### config.mk
export PLATFORM = sky130hd
export DESIGN_NAME = hqp_divider
export DESIGN_NICKNAME = d
export VERILOG_FILES = /design/src/rtl/hqp_pkg.sv /design/src/rtl/hqp_divider.sv
export SDC_FILE = /design/constraint.sdc
export NUM_CORES = 1
export LEC_CHECK = 0
export BUFFER_PORTS_ARGS = -buffer_cell sky130_fd_sc_hd__buf_4
export CAP_MARGIN = 5
export CORE_AREA = 8 8 148 178
export CTS_BUF_LIST = sky130_fd_sc_hd__clkbuf_4 sky130_fd_sc_hd__clkbuf_8 sky130_fd_sc_hd__clkbuf_16
export CTS_CLUSTER_DIAMETER = 150
export DETAILED_ROUTE_END_ITERATION = 8
export DIE_AREA = 0 0 156 186
export PLACE_DENSITY = 0.76
export SYNTH_ARGS = -nofsm -noshare
export SYNTH_HDL_FRONTEND = slang
export SYNTH_SLANG_ARGS = --single-unit
### constraint.sdc
create_clock -name i_clk -period 4.03 [get_ports i_clk]
set_input_delay 0.2015 -clock i_clk [delete_from_list [all_inputs] [get_ports i_clk]]
set_output_delay 0.2015 -clock i_clk [all_outputs]
set_load 0.01 [all_outputs]
### src/rtl/hqp_pkg.sv
// ----------------------------------------------------------------------------
// hqp_pkg
// Shared types and codes for the Hildreth dual QP solver.
// ----------------------------------------------------------------------------
`default_nettype none
package hqp_pkg;
    localparam logic [1:0] OP_LOAD_P = 2'd0;
    localparam logic [1:0] OP_LOAD_D = 2'd1;
    localparam logic [1:0] OP_SOLVE  = 2'd2;

    localparam logic [1:0] REG_ACTIVE_SIZE = 2'd0;
    localparam logic [1:0] REG_MAX_SWEEPS  = 2'd1;
    localparam logic [1:0] REG_TOLERANCE   = 2'd2;

    typedef struct packed {
        logic [1:0]  operation;
        logic [4:0]  row_index;
        logic [4:0]  col_index;
        logic signed [31:0] entry_value;
    } t_in_item;

    typedef struct packed {
        logic [4:0]  multiplier_index;
        logic [30:0] multiplier_value;
        logic        last_multiplier;
        logic [7:0]  sweeps_used;
        logic        converged;
        logic        zero_diagonal;
    } t_out_item;

    typedef struct packed {
        logic [1:0]  index;
        logic [31:0] data;
    } t_cfg_item;

    // divider handshake between sequencer and divider
    typedef struct packed {
        logic        start;
        logic [63:0] dividend;
        logic [63:0] divisor;
    } t_div_req;

    typedef struct packed {
        logic        done;
        logic [63:0] quotient;
    } t_div_rsp;
endpackage
`default_nettype wire

### src/rtl/hqp_divider.sv
// ----------------------------------------------------------------------------
// hqp_divider
// Unsigned 64 by 64 restoring divider, one quotient bit per cycle.
// ----------------------------------------------------------------------------
`default_nettype none
module hqp_divider (
    input  wire logic              i_clk,
    input  wire logic              i_rst_n,
    input  wire hqp_pkg::t_div_req i_req,
    output hqp_pkg::t_div_rsp      o_rsp
);
    import hqp_pkg::*;

    logic [63:0] r_rem, r_quo, r_div;
    logic [6:0]  r_cnt;
    logic        r_busy, r_done;
    logic [64:0] w_trial;

    assign w_trial = {r_rem, r_quo[63]} - {1'b0, r_div};

    always_ff @(posedge i_clk) begin
        if (!i_rst_n) begin
            r_busy <= 1'b0;
            r_done <= 1'b0;
        end else begin
            r_done <= 1'b0;
            if (i_req.start) begin
                r_busy <= 1'b1;
                r_cnt  <= 7'd0;
                r_rem  <= 64'd0;
                r_quo  <= i_req.dividend;
                r_div  <= i_req.divisor;
            end else if (r_busy) begin
                if (!w_trial[64]) begin
                    r_rem <= w_trial[63:0];
                    r_quo <= {r_quo[62:0], 1'b1};
                end else begin
                    r_rem <= {r_rem[62:0], r_quo[63]};
                    r_quo <= {r_quo[62:0], 1'b0};
                end
                r_cnt <= r_cnt + 7'd1;
                if (r_cnt == 7'd63) begin
                    r_busy <= 1'b0;
                    r_done <= 1'b1;
                end
            end
        end
    end

    assign o_rsp.done     = r_done;
    assign o_rsp.quotient = r_quo;
endmodule
`default_nettype wire

==> impl_metrics.env <==
export IMPL_drt_iter0_markers=672
export IMPL_die_w_um=156
export IMPL_synth_top_cell_area_share_pct=49.94
export IMPL_synth_compound_area_share_pct=15.80
export IMPL_synth_warnings=0
export IMPL_gp_congestion=0.9268
export IMPL_drv_slew=0
export IMPL_final_common_cell="buf_4"
export IMPL_startpoint_type="flip-flop"
export IMPL_setup_violations=0
export IMPL_cp_arrival_ns=4.22
export IMPL_p_per_area_nw_per_um2=395.2
export IMPL_hp_start="i_req[94]"
export IMPL_startpoint="r_rem[40]$_SDFFCE_PP0P_"
export IMPL_clkLatencyLatePin_ns=0.53
export IMPL_syn_avg_cell_area_um2=10.34
export IMPL_synthesis_instances=1157
export IMPL_path_max_fanout=8
export IMPL_cap_viol_max_count=0
export IMPL_status="completed"
export IMPL_required_ns=4.38
export IMPL_synth_top_area_cell="edfxtp_1"
export IMPL_period_share_pct=95.86
export IMPL_crit_chain="ha_1, and4_1, or3b_1, or3_4, nor2_2, o211ai_1, nor4bb_2, or4_1, buf_4, or4_4, o2111ai_1"
export IMPL_fillers=1751
export IMPL_yosys_area_share_adder_pct=6.964
export IMPL_detail_route_wirelength_mm=34.95
export IMPL_cp_slowest_cell="or4_1"
export IMPL_grt_pass1_vias=10756
export IMPL_period_minus_slack_ns=3.863
export IMPL_io_buffers=195
export IMPL_cts_htree_levels=1
export IMPL_synth_simple_area_share_pct=13.48
export IMPL_synth_xor_area_share_pct=2.928
export IMPL_power_leakage_nw=6.563
export IMPL_syn_num_nets=1354
export IMPL_yosys_register_bits=201
export IMPL_firstDrtPassIters=5
export IMPL_rows=62
export IMPL_hold_violations=0
export IMPL_cts_tree="yes"
export IMPL_ios=196
export IMPL_min_path_type="in2reg"
export IMPL_mostFrequentLayoutCells="buf_4, edfxtp_1, nand2_1"
export IMPL_rsz0062_at_grt="false"
export IMPL_clock_skew_final_ns=0.01716
export IMPL_clockRootBuffer="clkbuf_16"
export IMPL_cts_buffers=23
export IMPL_worstMarginPinSlew_ns=0.8857
export IMPL_synthesis_area_um2=11970
export IMPL_vdd_drop_max_uv=399.2
export IMPL_synth_area_top_cells="edfxtp_1, ha_1, mux2_2"
export IMPL_ant_nets=0
export IMPL_max_freq_mhz=258.9
export IMPL_relSlewSlack_pct=40.96
export IMPL_antenna_found_initial=6
export IMPL_ys_async_sr_fraction_pct=0
export IMPL_synth_ff_type="edfxtp_1"
export IMPL_die_h_um=186
export IMPL_cts_setup_buffers=0
export IMPL_worstReg2RegStart="r_rem[40]$_SDFFCE_PP0P_"
export IMPL_area_growth_synth_to_final_pct=32.81
export IMPL_grt_pass1_wl_mm=56.23
export IMPL_place_inst=1653
export IMPL_avgRoutedWirePerCell_um=19.17
export IMPL_core_um2=23510
export IMPL_track_usage_pct=24.33
export IMPL_finalSetupTns_ns=0
export IMPL_critical_path_max_stage_delay_ns=0.60
export IMPL_crit_type="reg2reg"
export IMPL_ys_types=68
export IMPL_start_util_pct=50.90
export IMPL_synth_seq_area_share_pct=50.28
export IMPL_cts_sinks=201
export IMPL_layout_drive_gt1_share_pct=22.83
export IMPL_synth_edf_count=199
export IMPL_viasPerCell=5.649
export IMPL_dp_hpwl_mm=24.06
export IMPL_clk_path_buf_depth=3
export IMPL_grt_overflow=0
export IMPL_end_kind="flip-flop"
export IMPL_die_area_um2=29020
export IMPL_drcViolationCount=0
export IMPL_grt_max_degree=86
export IMPL_vias=10299
export IMPL_muxShareOfSynthArea_pct=6.107
export IMPL_final_cells=1823
export IMPL_final_net_count=1680
export IMPL_clk_pin_slew_ns=0.06
export IMPL_synth_top_family_by_area="compound AO/OA/AOI/OAI gates"
-- flip-flops by register name, summed over array words and instances (netlist names) --
signal  count
r_div      64
r_rem      64
r_quo      64
r_busy      1
r_done      1
r_cnt       7
-- area by class of cell --
| cell class | instances | area (um^2) | share of cell area (%) |
|---|---|---|---|
| Inverter | 86 | 322.8 | 2.031 |
| Timing Repair Buffer | 351 | 2973 | 18.71 |
| Clock inverter | 13 | 90.09 | 0.5669 |
| Clock buffer | 27 | 618.1 | 3.889 |
| Tap cell | 320 | 400.4 | 2.519 |
| Multi-Input combinational cell | 820 | 5459 | 34.35 |
| Sequential cell | 201 | 6016 | 37.86 |
| Antenna cell | 5 | 12.51 | 0.07873 |
-- power breakdown --
group	switching, mW	total [mW]	internal, mW
Sequential	0.0876	2.60	2.51
Clock	0.841	1.99	1.15
Combinational	0.942	1.69	0.747
Total	1.87	6.28	4.41
-- logic make-up after synthesis --
kind of cell / Yosys count
AND/OR/NAND/NOR: 341
multiplexers: 65
AO/OA/AOI/OAI: 308
buffers and inverters: 136
adder cells (fa/ha/maj): 66
XOR/XNOR: 40
flip-flops: 201
-- per-stage QoR --
step	hold slack [ns]	util [%]	setup WS (ns)	cell area, um^2	total power [mW]
2_1_floorplan	0.3004	-	0.5546	11970	3.684
3_3_place_gp	0.3798	59.12	0.2877	13900	4.160
3_5_place_dp	0.3808	59.12	0.1893	13900	4.191
4_1_cts	0.004416	67.45	0.1348	15860	6.291
5_1_grt	0.009205	67.61	0.002606	15890	6.586
6_report	0.02351	67.61	0.1668	15890	6.280
-- layer usage --
layer | GRT usage, % | up-vias | wire length, um
met5 | 0 | - | 13
met4 | 8.165 | 2 | 935
met3 | 6.086 | 70 | 2665
met2 | 41.76 | 414 | 17070
met1 | 29.37 | 4865 | 14270
li1 | - | 4948 | -
-- repair_timing --
| item | 4_1_cts | 5_1_grt |
|---|---|---|
| gates resized for setup | 0 | 7 |
| endpoints found under the setup margin | 0 | 25 |
| endpoints found under the hold margin | 125 | 0 |
| hold buffers | 125 | 0 |
-- path summary, 6_finish.rpt --
check	to	slack, ns	cells after the start
setup / recovery	r_rem[58]$_SDFFCE_PP0P_	0.17	11
hold / removal	r_quo[30]$_DFFE_PP_	0.02	2
setup reg to reg	r_rem[58]$_SDFFCE_PP0P_	0.17	11
hold reg to reg	r_done$_SDFF_PP0_	0.49	2
-- Yosys cell counts (all sizes together) (4+ instances only) --
library cell  number
edfxtp           199
nand2            157
a21oi            139
inv               85
ha                65
mux2              64
o21ai             51
nor2              50
clkbuf            35
a21o              27
nor3              26
nand3             23
nand4             21
xnor2             20
xor2              20
o21bai            17
buf               15
nand3b            13
or3               11
o21a               9
nand2b             8
o211ai             8
a211oi             7
a221o              7
nor4               7
and2               6
a31oi              5
nor2b              4
o2111ai            4
o31ai              4
-- critical path: cells and delay by family, from the launching register on --
kind / cells / cell delay (ns)
fa+ha+maj: 1 / 0.44
simple gates: 7 / 2.44
compound gates: 2 / 0.22
flops: 1 / 0.39
buf+inv: 1 / 0.20
No activity file was read; power rests on OpenSTA's default activity.
